==> src/rtl/prqs_pkg.sv <==
// Shared opcodes, priority levels and controller/datapath interface types.
package prqs_pkg;

    localparam logic [2:0] OP_ENQUEUE   = 3'd0;
    localparam logic [2:0] OP_DEQ_HIGH  = 3'd1;
    localparam logic [2:0] OP_DEQ_AT    = 3'd2;
    localparam logic [2:0] OP_PEEK_HIGH = 3'd3;
    localparam logic [2:0] OP_PEEK_AT   = 3'd4;

    localparam logic [1:0] LVL_IDLE   = 2'd0;
    localparam logic [1:0] LVL_LOW    = 2'd1;
    localparam logic [1:0] LVL_NORMAL = 2'd2;
    localparam logic [1:0] LVL_HIGH   = 2'd3;

    localparam int NUM_QUEUES = 3;

    typedef struct packed {
        logic capture;
        logic exec;
        logic respond;
    } prqs_cmd_t;

    typedef struct packed {
        logic out_full;
    } prqs_status_t;

endpackage

==> src/rtl/priority_ready_queue_scheduler_core.sv <==
// Strict-priority thread ready-queue scheduler: three FIFO levels plus an idle slot.
// A result reaches the output register through the capture, execute and respond steps;
// respond waits while the output register holds a stalled result. A new request is taken
// only after the previous one has passed capture, execute and respond around the queue memory's registered read port.
// The next request is taken while a result still waits in the output register.
// Reset (asynchronous, active low) empties all queues and clears the idle slot at once.
module priority_ready_queue_scheduler_core #(
    parameter int QUEUE_DEPTH = 16,
    parameter int ID_BITS     = 8
) (
    input  logic       clk,
    input  logic       rst_n,
    input  logic       in_valid,
    output logic       in_stall,
    input  logic [2:0] opcode,
    input  logic [7:0] thread_id,
    input  logic [1:0] priority_req,
    output logic       out_valid,
    input  logic       out_stall,
    output logic       found,
    output logic [7:0] result_id,
    output logic [1:0] result_level,
    output logic       overflow
);

    prqs_pkg::prqs_cmd_t    cmd;
    prqs_pkg::prqs_status_t status;

    prqs_ctrl u_ctrl (
        .clk      (clk),
        .rst_n    (rst_n),
        .in_valid (in_valid),
        .in_stall (in_stall),
        .status   (status),
        .cmd      (cmd)
    );

    prqs_datapath #(
        .QUEUE_DEPTH (QUEUE_DEPTH),
        .ID_BITS     (ID_BITS)
    ) u_datapath (
        .clk          (clk),
        .rst_n        (rst_n),
        .cmd          (cmd),
        .status       (status),
        .opcode       (opcode),
        .thread_id    (thread_id),
        .priority_req (priority_req),
        .out_valid    (out_valid),
        .out_stall    (out_stall),
        .found        (found),
        .result_id    (result_id),
        .result_level (result_level),
        .overflow     (overflow)
    );

endmodule

==> src/rtl/prqs_ctrl.sv <==
// Controller state machine that sequences capture, execute and respond steps.
module prqs_ctrl (
    input  logic                   clk,
    input  logic                   rst_n,
    input  logic                   in_valid,
    output logic                   in_stall,
    input  prqs_pkg::prqs_status_t status,
    output prqs_pkg::prqs_cmd_t    cmd
);

    typedef enum logic [2:0] {
        S_IDLE = 3'b001,
        S_EXEC = 3'b010,
        S_RESP = 3'b100
    } state_t;

    state_t state_reg;
    state_t state_next;

    always_comb
    begin
        state_next  = state_reg;
        cmd.capture = 1'b0;
        cmd.exec    = 1'b0;
        cmd.respond = 1'b0;
        in_stall    = 1'b1;
        unique case (state_reg)
            S_IDLE:
            begin
                in_stall = 1'b0;
                if (in_valid)
                begin
                    cmd.capture = 1'b1;
                    state_next  = S_EXEC;
                end
            end
            S_EXEC:
            begin
                cmd.exec   = 1'b1;
                state_next = S_RESP;
            end
            S_RESP:
            begin
                // Hold the finished request until the output register can take it.
                if (!status.out_full)
                begin
                    cmd.respond = 1'b1;
                    state_next  = S_IDLE;
                end
            end
            default:
            begin
                state_next = S_IDLE;
            end
        endcase
    end

    always_ff @(posedge clk or negedge rst_n)
    begin
        if (!rst_n)
        begin
            state_reg <= S_IDLE;
        end
        else
        begin
            state_reg <= state_next;
        end
    end

endmodule

==> src/rtl/prqs_datapath.sv <==
// Queue storage, pointers, idle slot, priority select and output register.
module prqs_datapath #(
    parameter int QUEUE_DEPTH = 16,
    parameter int ID_BITS     = 8
) (
    input  logic                   clk,
    input  logic                   rst_n,
    input  prqs_pkg::prqs_cmd_t    cmd,
    output prqs_pkg::prqs_status_t status,
    input  logic [2:0]             opcode,
    input  logic [7:0]             thread_id,
    input  logic [1:0]             priority_req,
    output logic                   out_valid,
    input  logic                   out_stall,
    output logic                   found,
    output logic [7:0]             result_id,
    output logic [1:0]             result_level,
    output logic                   overflow
);

    localparam int PTR_W = (QUEUE_DEPTH > 1) ? $clog2(QUEUE_DEPTH) : 1;
    localparam int CNT_W = $clog2(QUEUE_DEPTH + 1);
    localparam int SUM_W = PTR_W + 1;
    localparam int NQ    = prqs_pkg::NUM_QUEUES;

    // Captured request.
    logic [2:0]         op_reg;
    logic [ID_BITS-1:0] id_reg;
    logic [1:0]         prio_reg;

    // Queue state.
    logic [ID_BITS-1:0] q_mem [0:NQ-1][0:QUEUE_DEPTH-1];
    logic [PTR_W-1:0]   head_reg [0:NQ-1];
    logic [CNT_W-1:0]   cnt_reg  [0:NQ-1];
    logic [ID_BITS-1:0] idle_id_reg;
    logic               idle_valid_reg;

    // Results of the execute step.
    logic               hit_reg;
    logic               pop_reg;
    logic               ovf_reg;
    logic [1:0]         level_reg;
    logic [1:0]         q_reg;
    logic [PTR_W-1:0]   head_inc_reg;
    logic [CNT_W-1:0]   cnt_dec_reg;
    logic [ID_BITS-1:0] rd_data_reg;

    // Output register.
    logic               out_valid_reg;
    logic               found_reg;
    logic [7:0]         result_id_reg;
    logic [1:0]         result_level_reg;
    logic               overflow_reg;

    // Execute-step decode.
    logic               sel_hit;
    logic               sel_pop;
    logic               sel_enq;
    logic [1:0]         sel_level;
    logic [1:0]         sel_q;
    logic [CNT_W-1:0]   sel_cnt;
    logic [PTR_W-1:0]   sel_head;
    logic [PTR_W-1:0]   sel_head_inc;
    logic [SUM_W-1:0]   tail_sum;
    logic [PTR_W-1:0]   sel_tail;
    logic               sel_full;
    logic               enq_idle;
    logic               enq_write;
    logic               enq_drop;
    logic [ID_BITS-1:0] resp_id;

    always_comb
    begin
        sel_hit   = 1'b0;
        sel_pop   = 1'b0;
        sel_enq   = 1'b0;
        sel_level = prqs_pkg::LVL_IDLE;
        unique case (op_reg)
            prqs_pkg::OP_ENQUEUE:
            begin
                sel_enq   = 1'b1;
                sel_level = prio_reg;
            end
            prqs_pkg::OP_DEQ_HIGH, prqs_pkg::OP_PEEK_HIGH:
            begin
                sel_pop = (op_reg == prqs_pkg::OP_DEQ_HIGH);
                priority if (cnt_reg[2] != '0)
                begin
                    sel_hit   = 1'b1;
                    sel_level = prqs_pkg::LVL_HIGH;
                end
                else if (cnt_reg[1] != '0)
                begin
                    sel_hit   = 1'b1;
                    sel_level = prqs_pkg::LVL_NORMAL;
                end
                else if (cnt_reg[0] != '0)
                begin
                    sel_hit   = 1'b1;
                    sel_level = prqs_pkg::LVL_LOW;
                end
                else
                begin
                    sel_hit   = idle_valid_reg;
                    sel_level = prqs_pkg::LVL_IDLE;
                end
            end
            prqs_pkg::OP_DEQ_AT, prqs_pkg::OP_PEEK_AT:
            begin
                sel_pop   = (op_reg == prqs_pkg::OP_DEQ_AT);
                sel_level = prio_reg;
                unique case (prio_reg)
                    prqs_pkg::LVL_IDLE:   sel_hit = idle_valid_reg;
                    prqs_pkg::LVL_LOW:    sel_hit = (cnt_reg[0] != '0);
                    prqs_pkg::LVL_NORMAL: sel_hit = (cnt_reg[1] != '0);
                    prqs_pkg::LVL_HIGH:   sel_hit = (cnt_reg[2] != '0);
                    default:              sel_hit = 1'b0;
                endcase
                // A miss reports level zero.
                if (!sel_hit)
                begin
                    sel_level = prqs_pkg::LVL_IDLE;
                end
            end
            default:
            begin
                sel_level = prqs_pkg::LVL_IDLE;
            end
        endcase
    end

    always_comb
    begin
        unique case (sel_level)
            prqs_pkg::LVL_HIGH:   sel_q = 2'd2;
            prqs_pkg::LVL_NORMAL: sel_q = 2'd1;
            default:              sel_q = 2'd0;
        endcase
    end

    always_comb
    begin
        sel_cnt  = '0;
        sel_head = '0;
        for (int i = 0; i < NQ; i++)
        begin
            if (sel_q == 2'(i))
            begin
                sel_cnt  = cnt_reg[i];
                sel_head = head_reg[i];
            end
        end
    end

    assign sel_head_inc = (sel_head == PTR_W'(QUEUE_DEPTH - 1)) ? '0 : sel_head + PTR_W'(1);
    assign tail_sum     = SUM_W'(sel_head) + SUM_W'(sel_cnt);
    assign sel_tail     = (tail_sum >= SUM_W'(QUEUE_DEPTH))
                          ? PTR_W'(tail_sum - SUM_W'(QUEUE_DEPTH))
                          : PTR_W'(tail_sum);
    assign sel_full     = (sel_cnt >= CNT_W'(QUEUE_DEPTH));

    assign enq_idle  = cmd.exec && sel_enq && (sel_level == prqs_pkg::LVL_IDLE);
    assign enq_write = cmd.exec && sel_enq && (sel_level != prqs_pkg::LVL_IDLE) && !sel_full;
    assign enq_drop  = sel_enq && (sel_level != prqs_pkg::LVL_IDLE) && sel_full;

    // Queue memory: one write port for enqueue, one registered read port at the head.
    always_ff @(posedge clk)
    begin
        if (enq_write)
        begin
            q_mem[sel_q][sel_tail] <= id_reg;
        end
        if (cmd.exec)
        begin
            rd_data_reg <= q_mem[sel_q][sel_head];
        end
    end

    // Request capture and execute-step results carry no reset.
    always_ff @(posedge clk)
    begin
        if (cmd.capture)
        begin
            op_reg   <= opcode;
            id_reg   <= ID_BITS'(thread_id);
            prio_reg <= priority_req;
        end
        if (cmd.exec)
        begin
            hit_reg      <= sel_hit;
            pop_reg      <= sel_pop;
            ovf_reg      <= enq_drop;
            level_reg    <= sel_level;
            q_reg        <= sel_q;
            head_inc_reg <= sel_head_inc;
            cnt_dec_reg  <= sel_cnt - CNT_W'(1);
        end
    end

    assign resp_id = (level_reg == prqs_pkg::LVL_IDLE) ? idle_id_reg : rd_data_reg;

    always_ff @(posedge clk or negedge rst_n)
    begin
        if (!rst_n)
        begin
            for (int i = 0; i < NQ; i++)
            begin
                head_reg[i] <= '0;
                cnt_reg[i]  <= '0;
            end
            idle_id_reg    <= '0;
            idle_valid_reg <= 1'b0;
        end
        else
        begin
            if (enq_idle)
            begin
                idle_id_reg    <= id_reg;
                idle_valid_reg <= 1'b1;
            end
            if (enq_write)
            begin
                for (int i = 0; i < NQ; i++)
                begin
                    if (sel_q == 2'(i))
                    begin
                        cnt_reg[i] <= sel_cnt + CNT_W'(1);
                    end
                end
            end
            if (cmd.respond && pop_reg && hit_reg)
            begin
                if (level_reg == prqs_pkg::LVL_IDLE)
                begin
                    idle_valid_reg <= 1'b0;
                end
                else
                begin
                    for (int i = 0; i < NQ; i++)
                    begin
                        if (q_reg == 2'(i))
                        begin
                            head_reg[i] <= head_inc_reg;
                            cnt_reg[i]  <= cnt_dec_reg;
                        end
                    end
                end
            end
        end
    end

    always_ff @(posedge clk or negedge rst_n)
    begin
        if (!rst_n)
        begin
            out_valid_reg <= 1'b0;
        end
        else
        begin
            if (cmd.respond)
            begin
                out_valid_reg <= 1'b1;
            end
            else if (!out_stall)
            begin
                out_valid_reg <= 1'b0;
            end
        end
    end

    always_ff @(posedge clk)
    begin
        if (cmd.respond)
        begin
            found_reg        <= hit_reg;
            result_id_reg    <= hit_reg ? 8'(resp_id) : 8'd0;
            result_level_reg <= hit_reg ? level_reg : prqs_pkg::LVL_IDLE;
            overflow_reg     <= ovf_reg;
        end
    end

    assign status.out_full = out_valid_reg && out_stall;

    assign out_valid    = out_valid_reg;
    assign found        = found_reg;
    assign result_id    = result_id_reg;
    assign result_level = result_level_reg;
    assign overflow     = overflow_reg;

endmodule
==> config.mk <==
export PLATFORM = sky130hd
export DESIGN_NAME = priority_ready_queue_scheduler_core
export DESIGN_NICKNAME = d
export VERILOG_FILES = /design/src/rtl/prqs_pkg.sv /design/src/rtl/priority_ready_queue_scheduler_core.sv /design/src/rtl/prqs_ctrl.sv /design/src/rtl/prqs_datapath.sv
export SDC_FILE = /design/constraint.sdc
export NUM_CORES = 1
export LEC_CHECK = 0
export ABC_AREA = 0
export BUFFER_PORTS_ARGS = -buffer_cell sky130_fd_sc_hd__buf_4
export CAP_MARGIN = 20
export CORE_ASPECT_RATIO = 1.1
export CORE_UTILIZATION = 53
export CTS_CLUSTER_SIZE = 20
export DETAILED_ROUTE_END_ITERATION = 10
export PLACE_DENSITY = 0.68
export SLEW_MARGIN = 20
export SYNTH_ARGS = -nofsm -noshare
export SYNTH_HDL_FRONTEND = slang
export SYNTH_SLANG_ARGS = --single-unit
==> constraint.sdc <==
create_clock -name clk -period 9.6 [get_ports clk]
set_input_delay 0.48 -clock clk [delete_from_list [all_inputs] [get_ports clk]]
set_output_delay 0.48 -clock clk [all_outputs]
set_load 0.01 [all_outputs]
==> results of run 1 <==
==> kinds of logic after synthesis <==
kind of cell,synth area share [%]
AO/OA/AOI/OAI,10.6
adder cells (fa/ha/maj),0.486
flip-flops,71.6
multiplexers,4.96
buffers and inverters,2.10
AND/OR/NAND/NOR,9.37
XOR/XNOR,0.845
==> power breakdown <==
group / total [µW] / leakage, µW / switching (µW) / internal (µW)
registers: 2510 / 0.00440 / 66.1 / 2440
logic: 1820 / 0.00208 / 1340 / 479
clock network: 1690 / 0.000671 / 755 / 937
==> timing repair <==
item	in CTS	in global routing
hold buffers	1	0
resized for setup	0	0
hold endpoints to repair	39	0
==> per-stage QoR <==
stage / power, µW / setup WS (ns) / hold WS, ns
global route: 6240 / 2.45 / 0.0683
detailed placement: 4310 / 2.71 / 0.425
finish: 6020 / 2.99 / 0.0895
global placement: 4290 / 2.85 / 0.412
floorplan: 3670 / 4.72 / 0.184
CTS: 5980 / 2.60 / 0.0599
==> how the worst max path moves through the flow <==
stage               cells after the start                  endpoint                    from  slack, ns
finish                                 11   u_datapath.q_mem[1][58]   u_datapath.cnt_reg[2]       2.99
global route                           11  u_datapath.q_mem[0][122]   u_datapath.cnt_reg[3]       2.45
CTS                                    11   u_datapath.q_mem[2][62]   u_datapath.cnt_reg[2]       2.60
detailed placement                     11   u_datapath.q_mem[2][62]   u_datapath.cnt_reg[2]       2.71
global placement                       11   u_datapath.q_mem[2][84]   u_datapath.cnt_reg[2]       2.85
floorplan                              14  u_datapath.q_mem[0][100]  u_datapath.cnt_reg[12]       4.72
==> layout by cell type (no fill, tap or decap), types with 12 or more instances in the layout <==
cell,netlist,layout
a211o_1,20,20
a211oi_1,25,25
a21oi_1,78,78
a221oi_1,17,17
a31oi_1,22,22
and2_1,12,12
and3_1,14,14
buf_4,0,54
clkbuf_16,0,46
dfrtp_1,39,39
edfxtp_1,433,433
mux2_1,16,16
mux2_2,23,23
mux2i_1,53,53
nand2_1,142,142
nand3_1,42,42
nand4_1,21,21
nor2_1,57,56
nor3_1,59,42
nor3_2,0,17
o21ai_0,39,39
or3_1,14,14
==> routing by layer <==
layer  up-vias  wire, µm  global-route usage, %
li1       5401         -                      -
met2       627     23500                   43.2
met1      5980     19700                   35.8
met3       114      3850                   4.16
met5         -         0                      0
met4         0      1960                   10.9
==> cell type report <==
type                    count  area share (%)
repair buffers             60            2.11
inverters                  14           0.241
clock buffers              54            5.42
flip-flops and latches    473            64.3
clock inverters            29           0.999
multi-input cells         803            24.2
well taps                 487            2.80
==> run metrics, run 1 <==
status=complete, no violations; Sink Count=473; Starting Density=53.9%; drt via density=6.31; CTS Root Cell=clkbuf_16; share of cells above drive strength 1=13.2%; port bufs=30; post-detail-place hpwl=30000 µm; footprint of the multi-input gates=5260 µm²; Syn Nets=1398; Ys Warns=0; Least-Margin Pin Slew=1.08 ns; Pins Over Slew Limit=0; die footprint=37700 µm²; Crit. End Element=flip-flop; Die H=203 µm; Max Cap Viol=0; register area=14000 µm²; Peak supply drop=0.190 mV; drt pass-1 iters=5; Avg Inst Size Synth=14.2 µm²; max FFs per register=384; Final Wtd Congestion=0.900; clk buf depth=3; CP Launch Type=flip-flop; top-count cell post-synth=edfxtp_1; dpl cell area=20300 µm²; CP most frequent cell=buf_4; Worst-path clk slew=0.06 ns; Skew-Pair Late Insertion Delay=0.58 ns; Setup CP Type=flip-flop to flip-flop; unrepaired setup endpoints after global routing=false; FF-to-FF End=u_datapath.q_mem[1][58]; Power Density=276 nW/µm²; DR vias=12100; initial antenna violation count=0; Routed Antenna Nets=0; die width=185 µm; Yosys top cell by area=edfxtp_1; worst hold stages=1; synth cell count leaders=edfxtp_1 (433), nand2_1 (142), a21oi_1 (78); final routed DRC violation total=0; first-pass GRT wire length=72500 µm; CTS tree=done; top cell type's share of synthesized area=66.5%; I/O Pins=31; reg2reg setup slack=2.99 ns; Tmin final=6.61 ns; GRT overflow=0; Antenna diodes=0; Post-synth ARST share=8.46%; Post-synth EDFFs=433; Routed WL=49000 µm; largest net degree at the start of global routing=92; H-tree levels=2; fmax=151 MHz; critical-path maximum fanout=91; Yosys reg bits=473; Core Region=36300 µm²; largest cells by area after synthesis=edfxtp_1 (66%), dfrtp_1 (5.0%), nand2_1 (2.7%); vias in the first global route=11800; GRT Util Overall=26.5%; top_reg_cell synth=edfxtp_1; Crit-path slowest cell=nor3_1; CTS Buf Count=46; Unique masters post-synth=72; final std cells w/o fill=1920; FP Rows=73; Hold/Removal Path Class=input port to flip-flop; cell chain of the critical path=nor4_1 -> nand4_1 -> a22o_1 -> nor2_4 -> buf_4 -> inv_2 -> buf_4 -> a31oi_1 -> fa_1 -> nand4bb_2 -> nor3_1; postcts setup bufs=0; cell area after layout=21800 µm²; Placed Instances=1832; Critical Path Max Stage Delay=1.05 ns; r2r worst-path depth=11; Leak=0.00715 µW; fill cell count=2759; CP Buf/Inv Count=3; Synth Instances=1374; Reg-to-Reg Start=u_datapath.cnt_reg[2]; drt wl/cell=25.5 µm; Seq/Total Area, Yosys=71.6%; synthesized area=19600 µm²; Starting DRT DRC Count=1430; Hold Vio Cnt, Final=0; Tcrit/Tclk final=68.8%; Required @ worst endpoint=9.77 ns; Final Setup Violations=0; Hold EP=u_datapath.op_reg[0]; Crit path max-delay family=simple AND/OR/NAND/NOR gates; Worst Clk Skew=0.0340 ns; max_slew headroom=27.3%; Area growth syn-to-layout=11.4%; Hold Crit Start=opcode[0]; Final Net Count=1422; WP data arrival=6.78 ns; setup TNS=0 ns; fin util=60.1%
Power figures use the tool's default switching activity.
==> run 2: changes to the inputs <==
Clock period 9.6 ns to 6.4 ns, I/O delays scaled along.
==> run 2 against run 1 <==
Effect of this change:
- fmax is 23% higher
- clock skew is 0.0047 ns lower
- largest cell class unchanged
- clock power is 59% higher
- cell count is 3.7% higher
- utilization is 1.5 points higher
- highest routed layer unchanged
- sequential share of layout area is 1.6 points lower
- sequential power is 50% higher
- largest power group unchanged
- first-iteration DRC count is 4.3% lower
- hold slack worse by 0.069 ns
- total power is 51% higher
==> run metrics, run 2 (synthesis results as in run 1) <==
GRT Util Overall=26.6% (was 26.5%); Routed Antenna Nets=0 (unchanged); cell area after layout=22300 µm² (was 21800 µm²); clk buf depth=3 (unchanged); Least-Margin Pin Slew=0.999 ns (was 1.08 ns); Pins Over Slew Limit=0 (unchanged); unrepaired setup endpoints after global routing=false (unchanged); Final Worst Setup Slack=1.03 ns (was 2.99 ns); Hold Vio Cnt, Final=0 (unchanged); Tmin final=5.37 ns (was 6.61 ns); Max Cap Viol=0 (unchanged); setup TNS=0 ns (unchanged); port bufs=30 (unchanged); drt pass-1 iters=5 (unchanged); Antenna diodes=0 (unchanged); CTS Buf Count=47 (was 46); first-pass GRT wire length=73700 µm (was 72500 µm); Final Setup Violations=0 (unchanged); share of cells above drive strength 1=15.3% (was 13.2%); I/O Pins=31 (unchanged); initial antenna violation count=0 (unchanged); GR Util met1=36.6% (was 35.8%); Final Net Count=1492 (was 1422); drt wl/cell=24.5 µm (was 25.5 µm); Die H=203 µm (unchanged); Starting DRT DRC Count=1368 (was 1430); final routed DRC violation total=0 (unchanged); Peak supply drop=0.342 mV (was 0.190 mV); Worst Clk Skew=0.0292 ns (was 0.0340 ns); max FFs per register=384 (unchanged); Setup CP Type=flip-flop to flip-flop (unchanged); Area growth syn-to-layout=14.2% (was 11.4%); Hold/Removal Path Class=input port to flip-flop (unchanged); Starting Density=53.9% (unchanged); Skew-Pair Late Insertion Delay=0.58 ns (about the same); status=complete, no violations (unchanged); fill cell count=2726 (was 2759); Routed WL=48900 µm (was 49000 µm); DR vias=12400 (was 12100); post-detail-place hpwl=30100 µm (was 30000 µm); FP Rows=73 (unchanged); CTS Root Cell=clkbuf_16 (unchanged); met2 global-route usage=42.6% (was 43.2%); pre-CTS setup slack=1.19 ns (was 2.71 ns); Crit. End Element=flip-flop (unchanged); global route hottest layer=met2 (unchanged); postcts setup bufs=0 (unchanged); commonest non-fill, non-tap cell in the layout=edfxtp_1 (unchanged); critical-path maximum fanout=25 (was 91); drt via density=6.23 (was 6.31); Required @ worst endpoint=6.66 ns (was 9.77 ns); dpl cell area=20700 µm² (was 20300 µm²); Final Wtd Congestion=0.938 (was 0.900); Tcrit/Tclk final=83.9% (was 68.8%); Leak=0.00754 µW (was 0.00715 µW); die width=185 µm (unchanged); GRT overflow=0 (unchanged); met3 Use GR=3.84% (was 4.16%); H-tree levels=2 (unchanged); largest net degree at the start of global routing=82 (was 92); Post-CTS Resized=0 (unchanged); CTS tree=done (unchanged); Sink Count=473 (unchanged); CP Launch Type=flip-flop (unchanged); Power Density=407 nW/µm² (was 276 nW/µm²); fmax=186 MHz (was 151 MHz); Core Region=36300 µm² (unchanged); die footprint=37700 µm² (unchanged); WP data arrival=5.63 ns (was 6.78 ns); most frequent cells in the layout=edfxtp_1 (433), nand2_1 (142), buf_4 (114) (was edfxtp_1 (433), nand2_1 (142), a21oi_1 (78)); Worst-path clk slew=0.06 ns (about the same); max_slew headroom=33.3% (was 27.3%); vias in the first global route=12000 (was 11800)
## run 2: cell types whose count changed in the layout (fill, tap and decap cells not counted), moves of 2 or more
cell / previous run / this run
buf_4: 54 / 114
nor3_1: 42 / 59
nor3_2: 17 / 0
dlygate4sd3_1: 1 / 15
buf_6: 3 / 0
clkbuf_8: 0 / 3
buf_2: 2 / 0
bufinv_16: 2 / 4
clkbuf_1: 8 / 6
clkinvlp_4: 6 / 4
inv_6: 2 / 0
## run 2: power by group
group          switching [µW]  leakage [µW]  total, µW  internal (µW)
sequential                103       0.00440       3770           3660
combinational            1890       0.00241       2640            744
clock                    1140      0.000732       2680           1540
## run 2: final cells by class
cell class              instances  area (µm²)  area share, %
inverters                      14        52.6          0.235
clock inverters                29         267           1.19
well taps                     487         609           2.73
clock buffers                  56        1240           5.55
multi-input cells             803        5150           23.1
repair buffers                129        1010           4.51
flip-flops and latches        473       14000           62.7
## run 2: per-stage QoR
stage / power [µW] / utilization [%] / cells / hold slack, ns
final: 9080 / 61.6 / 1991 / 0.0203
after floorplan: 5510 / - / 1374 / 0.0244
after global routing: 9400 / 61.6 / 1991 / 0.00843
after CTS: 9070 / 61.6 / 1991 / 0.00449
after detailed placement: 6410 / 57.0 / 1891 / 0.347
after global placement: 6360 / 57.0 / 1891 / 0.339
## run 2: path summary, 6_finish.rpt
check | cells after the start | end | startpoint | slack (ns)
min in group asynchronous | 2 | u_ctrl.state_reg[1] | rst_n | 0.29
worst min register to register | 0 | u_datapath.overflow | u_datapath.ovf_reg | 0.43
worst max-delay path | 11 | u_datapath.q_mem[2][20] | u_datapath.cnt_reg[2] | 1.03
worst min-delay path | 2 | u_ctrl.state_reg[1] | in_valid | 0.02
max in group asynchronous | 2 | u_datapath.head_reg[5] | rst_n | 5.73
worst max register to register | 11 | u_datapath.q_mem[2][20] | u_datapath.cnt_reg[2] | 1.03
## run 2: what timing repair did
item	in CTS	in global routing
hold buffers	15	0
hold endpoints to repair	53	0
setup endpoints to repair	0	0
## run 2: worst max-delay path, cell delays in order (launching register included)
cell and delay, ns:
dfrtp_1 0.41, nor4_1 0.63, nand4_1 0.23, a22o_1 0.34, nor2_4 0.54, inv_2 0.35, a31oi_1 0.56, ha_1 0.31
fa_1 0.45, nand4b_1 0.50, nor3_1 0.49, buf_4 0.25
## run 2: routing by layer
layer / part of all wire [%] / vias up
met5: 0 / -
met4: 4.5 / 0
met3: 8.1 / 111
met2: 47 / 615
met1: 40 / 6131
li1: - / 5552
